$ cat config.mk
export PLATFORM = sky130hd
export DESIGN_NAME = rppg_regs
export DESIGN_NICKNAME = d
export VERILOG_FILES = /design/src/rtl/rppg_pkg.sv /design/src/rtl/rppg_regs.sv
export SDC_FILE = /design/constraint.sdc
export NUM_CORES = 1
export LEC_CHECK = 0
export ABC_AREA = 1
export BUFFER_PORTS_ARGS = -buffer_cell sky130_fd_sc_hd__buf_4
export CAP_MARGIN = 25
export CORE_ASPECT_RATIO = 0.8
export CORE_UTILIZATION = 45
export DETAILED_ROUTE_END_ITERATION = 16
export PLACE_DENSITY = 0.71
export SKIP_LAST_GASP = 1
export SYNTH_ARGS = -nofsm -noshare
export SYNTH_HDL_FRONTEND = slang
export SYNTH_SLANG_ARGS = --single-unit
$ cat constraint.sdc
create_clock -name i_clk -period 2.9 [get_ports i_clk]
set_input_delay 0.58 -clock i_clk [delete_from_list [all_inputs] [get_ports i_clk]]
set_output_delay 0.58 -clock i_clk [all_outputs]
set_load 0.01 [all_outputs]
$ cat src/rtl/rppg_pkg.sv
// Shared types and constants of the reference pulse profile generator.
`timescale 1ns / 1ps

package rppg_pkg;

    // Fixed-point widths.
    localparam int LVL_W  = 32;   // Q16.16 level and slope
    localparam int RATE_W = 31;   // Q15.16 unsigned rates and times
    localparam int DT_W   = 24;   // Q0.24 tick duration
    localparam int ADDR_W = 5;    // byte address of the register file

    // Register indexes on the configuration port.
    typedef enum logic [2:0] {
        REG_AMPLITUDE   = 3'd0,
        REG_RAMP_RATE   = 3'd1,
        REG_PEAK_DWELL  = 3'd2,
        REG_ZERO_PAUSE  = 3'd3,
        REG_ACCEL_LIMIT = 3'd4,
        REG_REPEAT_MODE = 3'd5
    } t_reg_idx;

    // Input commands; the fourth code is ignored.
    typedef enum logic [1:0] {
        CMD_TICK  = 2'd0,
        CMD_START = 2'd1,
        CMD_STOP  = 2'd2
    } t_cmd;

    // Generator phase.
    typedef enum logic [1:0] {
        PH_IDLE  = 2'd0,
        PH_RAMP  = 2'd1,
        PH_DWELL = 2'd2
    } t_phase;

    // Datapath operations issued by the controller.
    typedef enum logic [3:0] {
        OP_NONE,
        OP_LOAD,
        OP_START,
        OP_STOP,
        OP_IDLE_TICK,
        OP_DWELL,
        OP_STEP,
        OP_LIN_MUL,
        OP_LIN_DONE,
        OP_DV_MUL,
        OP_RAD_LO,
        OP_RAD_HI,
        OP_SQRT_INIT,
        OP_SQRT_ITER,
        OP_SLOPE,
        OP_POS_MUL
    } t_op;

    // Controller states.
    typedef enum logic [3:0] {
        ST_IDLE,
        ST_DECODE,
        ST_LIN_DONE,
        ST_RAD_LO,
        ST_RAD_HI,
        ST_SQRT_INIT,
        ST_SQRT,
        ST_SLOPE,
        ST_POS_MUL,
        ST_TRAP_DONE,
        ST_OUT
    } t_state;

    // Configuration register contents.
    typedef struct packed {
        logic signed [LVL_W-1:0] amplitude;
        logic [RATE_W-1:0]       ramp_rate;
        logic [RATE_W-1:0]       peak_dwell;
        logic [RATE_W-1:0]       zero_pause;
        logic [RATE_W-1:0]       accel_limit;
        logic                    repeat_mode;
    } t_cfg;

    // Controller to datapath.
    typedef struct packed {
        t_op  op;
        logic trap_done;   // finish a trapezoidal step
        logic publish;     // copy the state into the result register
    } t_dp_cmd;

    // Datapath to controller.
    typedef struct packed {
        logic [1:0] cmd;
        t_phase     phase;
        logic       rate_zero;
        logic       accel_zero;
    } t_dp_status;

endpackage

$ cat src/rtl/rppg_regs.sv
// Configuration register file behind the APB-style port.
`timescale 1ns / 1ps

module rppg_regs
    import rppg_pkg::*;
(
    input  logic              i_clk,
    input  logic              i_rst_n,
    input  logic              psel,
    input  logic              penable,
    input  logic              pwrite,
    input  logic [ADDR_W-1:0] paddr,
    input  logic [31:0]       pwdata,
    output logic [31:0]       prdata,
    output logic              pready,
    output t_cfg              o_cfg
);

    t_cfg     r_cfg;
    t_reg_idx w_idx;
    logic     w_wr;

    assign w_idx  = t_reg_idx'(paddr[4:2]);
    assign w_wr   = psel & penable & pwrite;
    assign pready = 1'b1;
    assign o_cfg  = r_cfg;

    // Register writes; addresses past the list are ignored.
    always_ff @(posedge i_clk) begin
        if (!i_rst_n) begin
            r_cfg <= '0;
        end else if (w_wr) begin
            unique case (w_idx)
                REG_AMPLITUDE:   r_cfg.amplitude   <= pwdata;
                REG_RAMP_RATE:   r_cfg.ramp_rate   <= pwdata[RATE_W-1:0];
                REG_PEAK_DWELL:  r_cfg.peak_dwell  <= pwdata[RATE_W-1:0];
                REG_ZERO_PAUSE:  r_cfg.zero_pause  <= pwdata[RATE_W-1:0];
                REG_ACCEL_LIMIT: r_cfg.accel_limit <= pwdata[RATE_W-1:0];
                REG_REPEAT_MODE: r_cfg.repeat_mode <= pwdata[0];
                default: ;
            endcase
        end
    end

    // Read data.
    always_comb begin
        unique case (w_idx)
            REG_AMPLITUDE:   prdata = r_cfg.amplitude;
            REG_RAMP_RATE:   prdata = {1'b0, r_cfg.ramp_rate};
            REG_PEAK_DWELL:  prdata = {1'b0, r_cfg.peak_dwell};
            REG_ZERO_PAUSE:  prdata = {1'b0, r_cfg.zero_pause};
            REG_ACCEL_LIMIT: prdata = {1'b0, r_cfg.accel_limit};
            REG_REPEAT_MODE: prdata = {31'd0, r_cfg.repeat_mode};
            default:         prdata = '0;
        endcase
    end

endmodule

==> impl_metrics.env <==
export IMPL_min_path_cells=5
export IMPL_final_min_clock_period_ns=2.527
export IMPL_grt_pass1_vias=7503
export IMPL_ys_types=18
export IMPL_cts_buffers=17
export IMPL_drv_slew=0
export IMPL_htree_levels=4
export IMPL_insertion_delay_ns=0.42
export IMPL_seq_area_frac_synth=0.4044
export IMPL_tns_ns=0
export IMPL_drv_cap=0
export IMPL_routabilityCongestion=0.8256
export IMPL_drt_pass1_iter_count=5
export IMPL_crit_top_cell="nand2_1"
export IMPL_crit_slowest_cell="buf_12"
export IMPL_io_buffers=228
export IMPL_rr_startpoint="o_cfg[154]$_SDFFE_PN0P_"
export IMPL_skew_ns=0
export IMPL_cts_hold_buf=0
export IMPL_place_inst=1656
export IMPL_path_clk_slew_ns=0.06
export IMPL_root_buffer="clkbuf_16"
export IMPL_worst_pin_slew_ns=0.7293
export IMPL_r2r_end="o_cfg[154]$_SDFFE_PN0P_"
export IMPL_grt_overflow=0
export IMPL_io_pins=232
export IMPL_cp_data_required_time_ns=2.32
export IMPL_critical_path_buf_inv_count=5
export IMPL_final_cells=1687
export IMPL_hold_class="input pin to register"
export IMPL_cts_setup_buffers=0
export IMPL_powerDensity_nw_per_um2=483.4
export IMPL_final_cell_mix="nor2_1 (390), nand2_1 (317), buf_4 (252), dfxtp_1 (157), nand3_1 (156)"
export IMPL_hold_viol_final=0
export IMPL_grt_antenna_before_repair=0
export IMPL_grt_use_total=0.2885
export IMPL_cts_tree="done"
export IMPL_synth_top_area_frac=0.4044
export IMPL_diodes=0
export IMPL_grt_max_degree=158
export IMPL_status="finished clean"
export IMPL_dieArea_um2=17810
export IMPL_fmax_mhz=395.7
export IMPL_p_leak_nw=4.915
export IMPL_clock_sinks=157
export IMPL_n_fill_cell=1630
export IMPL_largest_reg_flops=157
export IMPL_syn_avg_cell_area_um2=6.139
export IMPL_vias=8419
export IMPL_wl_per_cell_um=15.18
export IMPL_r2r_setup_slack_ns=2.25
export IMPL_synth_top_cell_by_area="dfxtp_1"
export IMPL_synth_seq_cells=157
export IMPL_rsz0062_at_grt="no"
export IMPL_cp_arrival_ns=1.95
export IMPL_cts_resized=0
export IMPL_fp_dieH_um=119.6
export IMPL_min_to="o_cfg[156]$_SDFFE_PN0P_"
export IMPL_rows=42
export IMPL_critPathTopFamily="buffers and inverters"
export IMPL_cp_end_kind="output pin"
export IMPL_start_kind="input pin"
export IMPL_drc=0
export IMPL_synth_nets=1308
export IMPL_cts_max_path_buffers=2
export IMPL_finalCritPeriodShare=0.8715
export IMPL_syn_to_final_growth_pct=32.20
export IMPL_dp_hpwl_um=16720
export IMPL_slowest_delay_ns=0.24
export IMPL_initial_core_util=0.4651
export IMPL_synth_area_leaders="dfxtp_1 (40%), nor2_1 (19%), nand2_1 (15%)"
export IMPL_core_area_um2=16710
export IMPL_layout_nets=1497
export IMPL_cp_cell_sequence="buf_4 > inv_1 > nand2_1 > nor2_4 > buf_12 > nand2_1 > nand2_1 > inv_1 > nand2_1 > buf_4"
export IMPL_crit_fanout=40
export IMPL_relSlewSlack=0.5138
export IMPL_critPathKind="input pin to output pin"
export IMPL_synthCells=1266
export IMPL_vdd_ir_drop_max_v=0.0003763
export IMPL_grt_pass1_wl_um=39990
export IMPL_final_common_cell="nor2_1"
export IMPL_drive_above_1_share=0.2052
export IMPL_wl_um=25600
export IMPL_yosysWarningCount=0
export IMPL_vias_per_cell=4.991
export IMPL_hold_path_startpoint="pwdata[31]"
export IMPL_drtIter0Drc=713
export IMPL_ant_nets=0
export IMPL_setup_viol=0
export IMPL_syn_cell_area_um2=7772
export IMPL_reg2regPathDepth=2
export IMPL_die_w_um=148.9
## worst register-to-register path: cells and delay by family, from the launching register on
kind | cells | cell delay, ns
AND/OR/NAND/NOR | 2 | 0.21
flip-flops | 1 | 0.37
## layer usage
| layer | up-vias | routed length, um | global-route usage |
|---|---|---|---|
| met4 | 0 | 229 | 0.06633 |
| met5 | - | 0 | 0 |
| met1 | 3801 | 11600 | 0.3917 |
| met3 | 19 | 2338 | 0.07605 |
| met2 | 329 | 11430 | 0.4552 |
| li1 | 4270 | - | - |
## worst max-delay path by stage
stage                     slack [ns]  depth (start not counted)         end  startpoint
after detailed placement        0.40                         10  prdata[12]    paddr[2]
after CTS                       0.39                         10  prdata[12]    paddr[2]
after floorplan                 0.83                          8  prdata[11]    paddr[4]
final                           0.37                         10  prdata[12]    paddr[2]
after global placement          0.39                         10  prdata[12]    paddr[2]
after global routing            0.21                         10  prdata[12]    paddr[2]
## metrics by stage
step	utilization	cell area [um^2]	total power, W	setup WS (ns)	hold WS (ns)
floorplan	-	7772	0.002521	0.8263	0.5190
global placement	0.5785	9667	0.002707	0.3904	0.4879
detailed placement	0.5785	9667	0.002712	0.3986	0.4901
CTS	0.6149	10270	0.004981	0.3866	0.4714
global route	0.6149	10270	0.005145	0.2098	0.5247
finish	0.6149	10270	0.004967	0.3725	0.4800
## cells by family (layout without fill, tap and decap cells)
kind of cell    count (synthesis)  in the layout  share of synthesized area
compound gates                 10             10                   0.006439
buf+inv                       187            388                     0.1056
flops                         157            157                     0.4044
other cells                     1              1                  0.0004825
simple gates                  911            911                     0.4831
## area by class of cell
type | instances | area, um^2 | area share
multi-input combinational | 922 | 3861 | 0.3758
sequential | 157 | 3143 | 0.3059
timing repair buffer | 258 | 2012 | 0.1958
clock buffer | 27 | 533.0 | 0.05188
inverter | 99 | 375.4 | 0.03653
tap | 220 | 275.3 | 0.02679
clock inverter | 4 | 75.07 | 0.007306
## synth_stat cells, drive strengths merged
cell type	n
nor2	400
nand2	317
nand3	158
dfxtp	157
inv	98
buf	62
nand4	36
clkbuf	26
a21oi	10
clkinv	1
conb	1
## report_power, final
part / internal (W) / total, W / leakage [nW] / switching, W
sequential: 0.00219 / 0.00221 / 1.27 / 0.0000239
combinational: 0.000159 / 0.000462 / 3.36 / 0.000303
clock: 0.00143 / 0.00230 / 0.292 / 0.000870
Power figures use the tool's default switching activity.
