===== config.mk =====
export PLATFORM = sky130hd
export DESIGN_NAME = rppg_ctrl
export DESIGN_NICKNAME = d
export VERILOG_FILES = /design/src/rtl/rppg_pkg.sv /design/src/rtl/rppg_ctrl.sv
export SDC_FILE = /design/constraint.sdc
export NUM_CORES = 1
export LEC_CHECK = 0
export BUFFER_PORTS_ARGS = -buffer_cell sky130_fd_sc_hd__buf_2
export CAP_MARGIN = 20
export CORE_MARGIN = 2
export CORE_UTILIZATION = 52
export DETAILED_ROUTE_END_ITERATION = 8
export HOLD_SLACK_MARGIN = 0.06
export MAX_ROUTING_LAYER = met4
export PLACE_DENSITY = 0.86
export SLEW_MARGIN = 20
export SYNTH_ARGS = -nofsm -noshare
export SYNTH_HDL_FRONTEND = slang
export SYNTH_SLANG_ARGS = --single-unit

===== constraint.sdc =====
create_clock -name i_clk -period 1.7 [get_ports i_clk]
set_input_delay 0 -clock i_clk [delete_from_list [all_inputs] [get_ports i_clk]]
set_output_delay 0 -clock i_clk [all_outputs]
set_load 0.01 [all_outputs]

===== src/rtl/rppg_pkg.sv =====
// Shared types and constants of the reference pulse profile generator.
`timescale 1ns / 1ps

package rppg_pkg;

    // Fixed-point widths.
    localparam int LVL_W  = 32;   // Q16.16 level and slope
    localparam int RATE_W = 31;   // Q15.16 unsigned rates and times
    localparam int DT_W   = 24;   // Q0.24 tick duration
    localparam int ADDR_W = 5;    // byte address of the register file

    // Register indexes on the configuration port.
    typedef enum logic [2:0] {
        REG_AMPLITUDE   = 3'd0,
        REG_RAMP_RATE   = 3'd1,
        REG_PEAK_DWELL  = 3'd2,
        REG_ZERO_PAUSE  = 3'd3,
        REG_ACCEL_LIMIT = 3'd4,
        REG_REPEAT_MODE = 3'd5
    } t_reg_idx;

    // Input commands; the fourth code is ignored.
    typedef enum logic [1:0] {
        CMD_TICK  = 2'd0,
        CMD_START = 2'd1,
        CMD_STOP  = 2'd2
    } t_cmd;

    // Generator phase.
    typedef enum logic [1:0] {
        PH_IDLE  = 2'd0,
        PH_RAMP  = 2'd1,
        PH_DWELL = 2'd2
    } t_phase;

    // Datapath operations issued by the controller.
    typedef enum logic [3:0] {
        OP_NONE,
        OP_LOAD,
        OP_START,
        OP_STOP,
        OP_IDLE_TICK,
        OP_DWELL,
        OP_STEP,
        OP_LIN_MUL,
        OP_LIN_DONE,
        OP_DV_MUL,
        OP_RAD_LO,
        OP_RAD_HI,
        OP_SQRT_INIT,
        OP_SQRT_ITER,
        OP_SLOPE,
        OP_POS_MUL
    } t_op;

    // Controller states.
    typedef enum logic [3:0] {
        ST_IDLE,
        ST_DECODE,
        ST_LIN_DONE,
        ST_RAD_LO,
        ST_RAD_HI,
        ST_SQRT_INIT,
        ST_SQRT,
        ST_SLOPE,
        ST_POS_MUL,
        ST_TRAP_DONE,
        ST_OUT
    } t_state;

    // Configuration register contents.
    typedef struct packed {
        logic signed [LVL_W-1:0] amplitude;
        logic [RATE_W-1:0]       ramp_rate;
        logic [RATE_W-1:0]       peak_dwell;
        logic [RATE_W-1:0]       zero_pause;
        logic [RATE_W-1:0]       accel_limit;
        logic                    repeat_mode;
    } t_cfg;

    // Controller to datapath.
    typedef struct packed {
        t_op  op;
        logic trap_done;   // finish a trapezoidal step
        logic publish;     // copy the state into the result register
    } t_dp_cmd;

    // Datapath to controller.
    typedef struct packed {
        logic [1:0] cmd;
        t_phase     phase;
        logic       rate_zero;
        logic       accel_zero;
    } t_dp_status;

endpackage


===== src/rtl/rppg_ctrl.sv =====
// Controller state machine that sequences the profile datapath.
`timescale 1ns / 1ps

module rppg_ctrl
    import rppg_pkg::*;
(
    input  logic       i_clk,
    input  logic       i_rst_n,
    input  logic       i_in_valid,
    output logic       o_in_ready,
    output logic       o_out_valid,
    input  logic       i_out_ready,
    input  t_dp_status i_status,
    output t_dp_cmd    o_cmd
);

    t_state     r_state, n_state;
    logic [4:0] r_cnt, n_cnt;
    logic       r_valid, n_valid;

    assign o_in_ready  = (r_state == ST_IDLE);
    assign o_out_valid = r_valid;

    // State register.
    always_ff @(posedge i_clk) begin
        if (!i_rst_n) begin
            r_state <= ST_IDLE;
            r_cnt   <= '0;
            r_valid <= 1'b0;
        end else begin
            r_state <= n_state;
            r_cnt   <= n_cnt;
            r_valid <= n_valid;
        end
    end

    // Next state and datapath commands.
    always_comb begin
        n_state = r_state;
        n_cnt   = r_cnt;
        n_valid = r_valid & ~i_out_ready;
        o_cmd   = '{op: OP_NONE, trap_done: 1'b0, publish: 1'b0};
        unique case (r_state)
            ST_IDLE: begin
                if (i_in_valid) begin
                    o_cmd.op = OP_LOAD;
                    n_state  = ST_DECODE;
                end
            end
            ST_DECODE: begin
                n_state = ST_OUT;
                priority case (i_status.cmd)
                    CMD_START: o_cmd.op = OP_START;
                    CMD_STOP:  o_cmd.op = OP_STOP;
                    CMD_TICK: begin
                        priority case (i_status.phase)
                            PH_DWELL: o_cmd.op = OP_DWELL;
                            PH_RAMP: begin
                                if (i_status.rate_zero) begin
                                    o_cmd.op = OP_STEP;
                                end else if (i_status.accel_zero) begin
                                    o_cmd.op = OP_LIN_MUL;
                                    n_state  = ST_LIN_DONE;
                                end else begin
                                    o_cmd.op = OP_DV_MUL;
                                    n_state  = ST_RAD_LO;
                                end
                            end
                            default: o_cmd.op = OP_IDLE_TICK;
                        endcase
                    end
                    default: o_cmd.op = OP_NONE;
                endcase
            end
            ST_LIN_DONE: begin
                o_cmd.op = OP_LIN_DONE;
                n_state  = ST_OUT;
            end
            ST_RAD_LO: begin
                o_cmd.op = OP_RAD_LO;
                n_state  = ST_RAD_HI;
            end
            ST_RAD_HI: begin
                o_cmd.op = OP_RAD_HI;
                n_state  = ST_SQRT_INIT;
            end
            ST_SQRT_INIT: begin
                o_cmd.op = OP_SQRT_INIT;
                n_cnt    = '0;
                n_state  = ST_SQRT;
            end
            ST_SQRT: begin
                o_cmd.op = OP_SQRT_ITER;
                n_cnt    = r_cnt + 5'd1;
                if (r_cnt == 5'd31) begin
                    n_state = ST_SLOPE;
                end
            end
            ST_SLOPE: begin
                o_cmd.op = OP_SLOPE;
                n_state  = ST_POS_MUL;
            end
            ST_POS_MUL: begin
                o_cmd.op = OP_POS_MUL;
                n_state  = ST_TRAP_DONE;
            end
            ST_TRAP_DONE: begin
                o_cmd.trap_done = 1'b1;
                n_state         = ST_OUT;
            end
            ST_OUT: begin
                // Wait until the result register is free.
                if (!r_valid || i_out_ready) begin
                    o_cmd.publish = 1'b1;
                    n_valid       = 1'b1;
                    n_state       = ST_IDLE;
                end
            end
            default: n_state = ST_IDLE;
        endcase
    end

endmodule


==> results of run 1 <==
layout make-up:
cell class | instances | area, sq um | share of cell area
Clock buffer | 4 | 36.3 | 0.0382
Inverter | 6 | 22.5 | 0.0237
Multi-Input combinational cell | 92 | 538 | 0.566
Sequential cell | 10 | 201 | 0.212
Tap cell | 16 | 20.0 | 0.0211
Timing Repair Buffer | 23 | 133 | 0.139
worst max-delay path, cell delays in order (launching register included):
cell and delay (ps):
dfxtp_1 510, buf_4 200, nand2b_1 140, nand2_1 70, a22oi_1 150, nand2_1 60, buf_2 140
metal layers:
metal / vias to the layer above / wire [um] / global-route usage
met5: - / 0 / -
met4: 0 / 57 / 0.152
met3: 6 / 90 / 0.0255
met2: 27 / 925 / 0.412
met1: 407 / 846 / 0.297
li1: 437 / - / -
layout by cell type (no fill, tap or decap), drive strengths merged, types with 2 or more instances in the layout:
master,n
o21ai,11
ha,4
or2,2
clkbuf,4
nor2b,4
nand3,4
nand2b,7
a22oi,3
o211ai,2
nor3,4
and3,3
buf,22
nor2,10
and2,3
xor2,2
nand2,14
a21boi,2
a21oi,6
dfxtp,10
inv,6
cell families after synthesis:
group	count (synthesis)	synth area share
AO/OA/AOI/OAI	31	0.244
adder cells (fa/ha/maj)	4	0.0631
buffers and inverters	12	0.0694
flip-flops	10	0.252
XOR/XNOR	2	0.0221
AND/OR/NAND/NOR	55	0.349
worst paths after layout:
path	from	to	slack, ps	cells past startpoint
worst max-delay path	r_state[2]	o_cmd[3]	160	6
worst min-delay path	i_status[4]	r_state[3]	140	3
worst max register to register	r_cnt[0]	r_cnt[4]	240	7
worst min register to register	r_cnt[0]	r_cnt[0]	530	2
registers in the layout, indices dropped and copies added, names as in the netlist:
name / flops
r_cnt: 5
r_state: 4
o_out_valid: 1
synthesized netlist by cell type, drive strengths merged (2+ instances only):
| master | count |
|---|---|
| a21boi | 2 |
| a21oi | 6 |
| a22oi | 3 |
| and2 | 3 |
| and3 | 3 |
| buf | 4 |
| clkbuf | 2 |
| dfxtp | 10 |
| ha | 4 |
| inv | 6 |
| nand2 | 14 |
| nand2b | 7 |
| nand3 | 4 |
| nor2 | 10 |
| nor2b | 4 |
| nor3 | 4 |
| o211ai | 2 |
| o21ai | 11 |
| or2 | 2 |
| xor2 | 2 |
report_power, final:
part | leakage [nW] | switching (mW) | internal [mW]
clock network | 0.0210 | 0.0862 | 0.130
logic | 0.328 | 0.377 | 0.315
registers | 0.0816 | 0.101 | 0.277
total | 0.430 | 0.565 | 0.722
what timing repair did:
item,4_1_cts,5_1_grt
setup endpoints to repair,0,1
gates resized for setup,0,1
hold endpoints to repair,6,0
hold buffers,1,0
per-stage QoR:
stage                     instance area [sq um]  std cells  hold slack, ps
final                                       951        151             141
after global routing                        951        151             164
after CTS                                   950        151             137
after detailed placement                    903        146             306
after global placement                      903        146             300
after floorplan                             793        114            92.6
==> metrics.cfg, run 1 <==
[timing]
slew_violations = 0
tightest_slew_ps = 324
hold_viol = 0
finalSetupViolCount = 0
slew_headroom = 0.783
fin_setup_tns_ps = 0
fin_skew_ps = 3.59
fmax_mhz = 649
layout_min_cycle_time_ps = 1540
setup_ws_ps = 160
rsz0062_at_grt = no
fin_crit_sh = 0.906

[finish]
fill_cells = 136
drive_gt1_frac = 0.207
area_delta_synth_final_pct = 19.9
finalNetCount = 150
diodes = 0
post-route-util = 0.646

[clocking]
post_cts_buffers = 0
htree_levels = 1
cts_root_buf = clkbuf_4
cts_buffer_depth = 2
cts_buffers = 3
cts_tree = built
insertion_delay_ps = 270
cts_num_sinks = 10
clkTransAtPathRegs_ps = 70

[critical_path]
startpoint_type = register
crit_path_max_fanout = 9
critical_path_required_ps = 1700
cp.arrival_ps = 1540
setup.worst_path.class = register to output port
end_kind = output port

[synth]
synth_top_area_frac = 0.252
postSynthCellCount = 114
ys_seq_area_frac = 0.252
yosys.area.top_type = dfxtp_1
avgSynthCellArea_sq_um = 6.96
synth.distinct_cells = 34
synth_edf_count = 0
synthTopCellsByArea = dfxtp_1 (25%), o21ai_0 (6.9%), nand2_1 (6.6%)
async_reset_ff_frac = 0
synth_area_sq_um = 793
syn_nets = 128
synthFlopType = dfxtp_1
ys_seq_elements = 10
ys_warn_count = 0

[floorplanning]
core-area_sq_mm = 0.00147
fp.dieW_um = 43.1
ioPinCount = 18
std_cell_rows = 14
die_y_um = 43.1
start_util = 0.539
die_area_sq_mm = 0.00185

[power_and_ir_drop]
power.total_mw = 1.29
powerDensity_mw_per_mm2 = 1350
p_leak_nw = 0.430
vdd_ir_drop_max_mv = 1.25

[global_routing]
grt_antenna_before_repair = 0
gr-total-overflow = 0
grt_max_degree = 17
groute.usage.overall = 0.252
grt_pass1_wl_mm = 3.40
grt_pass1_vias = 826

[drt]
routed_via_density = 5.81
wl_per_cell_um = 12.7
ant_nets = 0
routed_wl_mm = 1.92
vias = 877
detail_route.first_pass.iterations = 4
route.detailed.drc = 0
drtIter0Drc = 27

[min_path]
hp-class = input pin to register

[run]
maxCapViolations = 0

[placed_design]
portBuffers = 17
hpwl_mm = 1.48
detailedPlace.worstSlack_ps = 143
routabilityCongestion = 0.893

[outcome]
outcome = finished clean

Note: power is estimated with default switching activity, not from simulation.
==> run 2, diff against run 1 <==
Settings changed: BUFFER_PORTS_ARGS -buffer_cell sky130_fd_sc_hd__buf_2 to -buffer_cell sky130_fd_sc_hd__buf_4, GPL_ROUTABILITY_DRIVEN set to 0.
==> run 2 against run 1 <==
Routed wire length rose by 1.9%. Final cell count did not move. Largest power group unchanged. Highest routed layer unchanged. Final area is 4.6% higher. Register-to-register slack about the same. Critical endpoint unchanged.
==> metrics.cfg, run 2 (synthesis gave the netlist of run 1 again) <==
[finish]
diodes = 0
largest_reg_flops = 5
drive_gt1_frac = 0.215
layout.cells.most_common = buf_4
final_cell_mix = buf_4 (22), nand2_1 (14), o21ai_0 (11)
instances_no_fill = 151
finalNetCount = 150
largest-register = r_cnt
area_delta_synth_final_pct = 25.4
post-route-util = 0.676

[power_and_ir_drop]
p_leak_nw = 0.441
powerDensity_mw_per_mm2 = 1370
power.total_mw = 1.37
vdd_ir_drop_max_mv = 0.839

[critical_path]
setup.worst_path.class = register to output port
crit_path_max_fanout = 9
end_kind = output port
critical_path_required_ps = 1700
max_stage_delay_ps = 500
cp_slowest_cell = dfxtp_1
crit_chain = buf_4 > nand2b_1 > nand2_1 > a22oi_1 > nand2_1 > buf_4
startpoint_type = register
cp.arrival_ps = 1530

[timing]
fmax_mhz = 652
fin_crit_sh = 0.902
setup_ws_ps = 167
slew_violations = 0
slew_headroom = 0.799
fin_skew_ps = 0.402
rsz0062_at_grt = no
fin_setup_tns_ps = 0
layout_min_cycle_time_ps = 1530
tightest_slew_ps = 301
finalSetupViolCount = 0
hold_viol = 0

[global_routing]
gr-total-overflow = 0
met2_usage = 0.400
grt_pass1_vias = 794
grt_pass1_wl_mm = 3.44
use_met3 = 0.0298
met1_usage = 0.325
grt_antenna_before_repair = 0
groute.usage.overall = 0.252
grt_max_degree = 17
grt.busiest_layer = met2

[floorplanning]
std_cell_rows = 14
fp.dieW_um = 43.1
core-area_sq_mm = 0.00147
ioPinCount = 18
die_area_sq_mm = 0.00185
die_y_um = 43.1
start_util = 0.539

[placed_design]
portBuffers = 17
dp_cells = 146
hpwl_mm = 1.51
detailedPlace.worstSlack_ps = 169

[clocking]
cts_buffer_depth = 2
cts_num_sinks = 10
htree_levels = 1
cts_buffers = 3
insertion_delay_ps = 260
clkTransAtPathRegs_ps = 70
cts_root_buf = clkbuf_4
post_cts_buffers = 0
cts_tree = built

[drt]
detail_route.first_pass.iterations = 4
drtIter0Drc = 21
vias = 873
routed_via_density = 5.78
wl_per_cell_um = 12.9
routed_wl_mm = 1.96
ant_nets = 0
route.detailed.drc = 0

[min_path]
hp-class = input pin to register

[run]
maxCapViolations = 0

[outcome]
outcome = finished clean

==> run 2: cell counts in the layout (fill, tap and decap cells not counted) <==
No cell type changed its count.
==> run 2: where the power goes <==
group	total [mW]	switching (mW)	internal, mW
Sequential	0.389	0.110	0.280
Clock	0.213	0.0832	0.130
Combinational	0.764	0.390	0.374
Total	1.37	0.583	0.783
==> run 2: repair_timing <==
action / in CTS / in global routing
gates resized for setup: 0 / 2
hold endpoints to repair: 7 / 0
hold buffers: 1 / 0
endpoints found under the setup margin: 0 / 4
==> run 2: final timing paths <==
check,from,endpoint,slack (ps),depth (start not counted)
worst max-delay path,r_state[2],o_cmd[3],170,6
worst min-delay path,i_status[4],r_state[3],140,3
worst max register to register,r_cnt[0],r_cnt[4],240,7
worst min register to register,r_cnt[0],r_cnt[0],520,2
==> run 2: per-layer routing <==
metal,wire length [um],vias up,share of wire
li1,-,442,-
met2,976,27,0.50
met5,0,-,0
met1,868,402,0.44
met3,96,2,0.049
met4,13,0,0.0066
==> run 2: worst max-delay path, delay by kind of cell, from the launching register on <==
kind | cells | cell delay (ps)
flops | 1 | 500
buf+inv | 2 | 340
simple gates | 3 | 290
compound gates | 1 | 150
==> run 2: cell type report <==
type	instances	area (sq um)
tap	16	20.0
inverter	6	22.5
timing repair buffer	23	175
clock buffer	4	36.3
multi-input combinational	92	538
fill	136	477
sequential	10	203
==> run 2: through the flow <==
| step | instance area (sq um) | hold slack [ps] |
|---|---|---|
| floorplan | 793 | 92.6 |
| global placement | 946 | 288 |
| detailed placement | 946 | 284 |
| CTS | 992 | 125 |
| global route | 995 | 151 |
| finish | 995 | 136 |
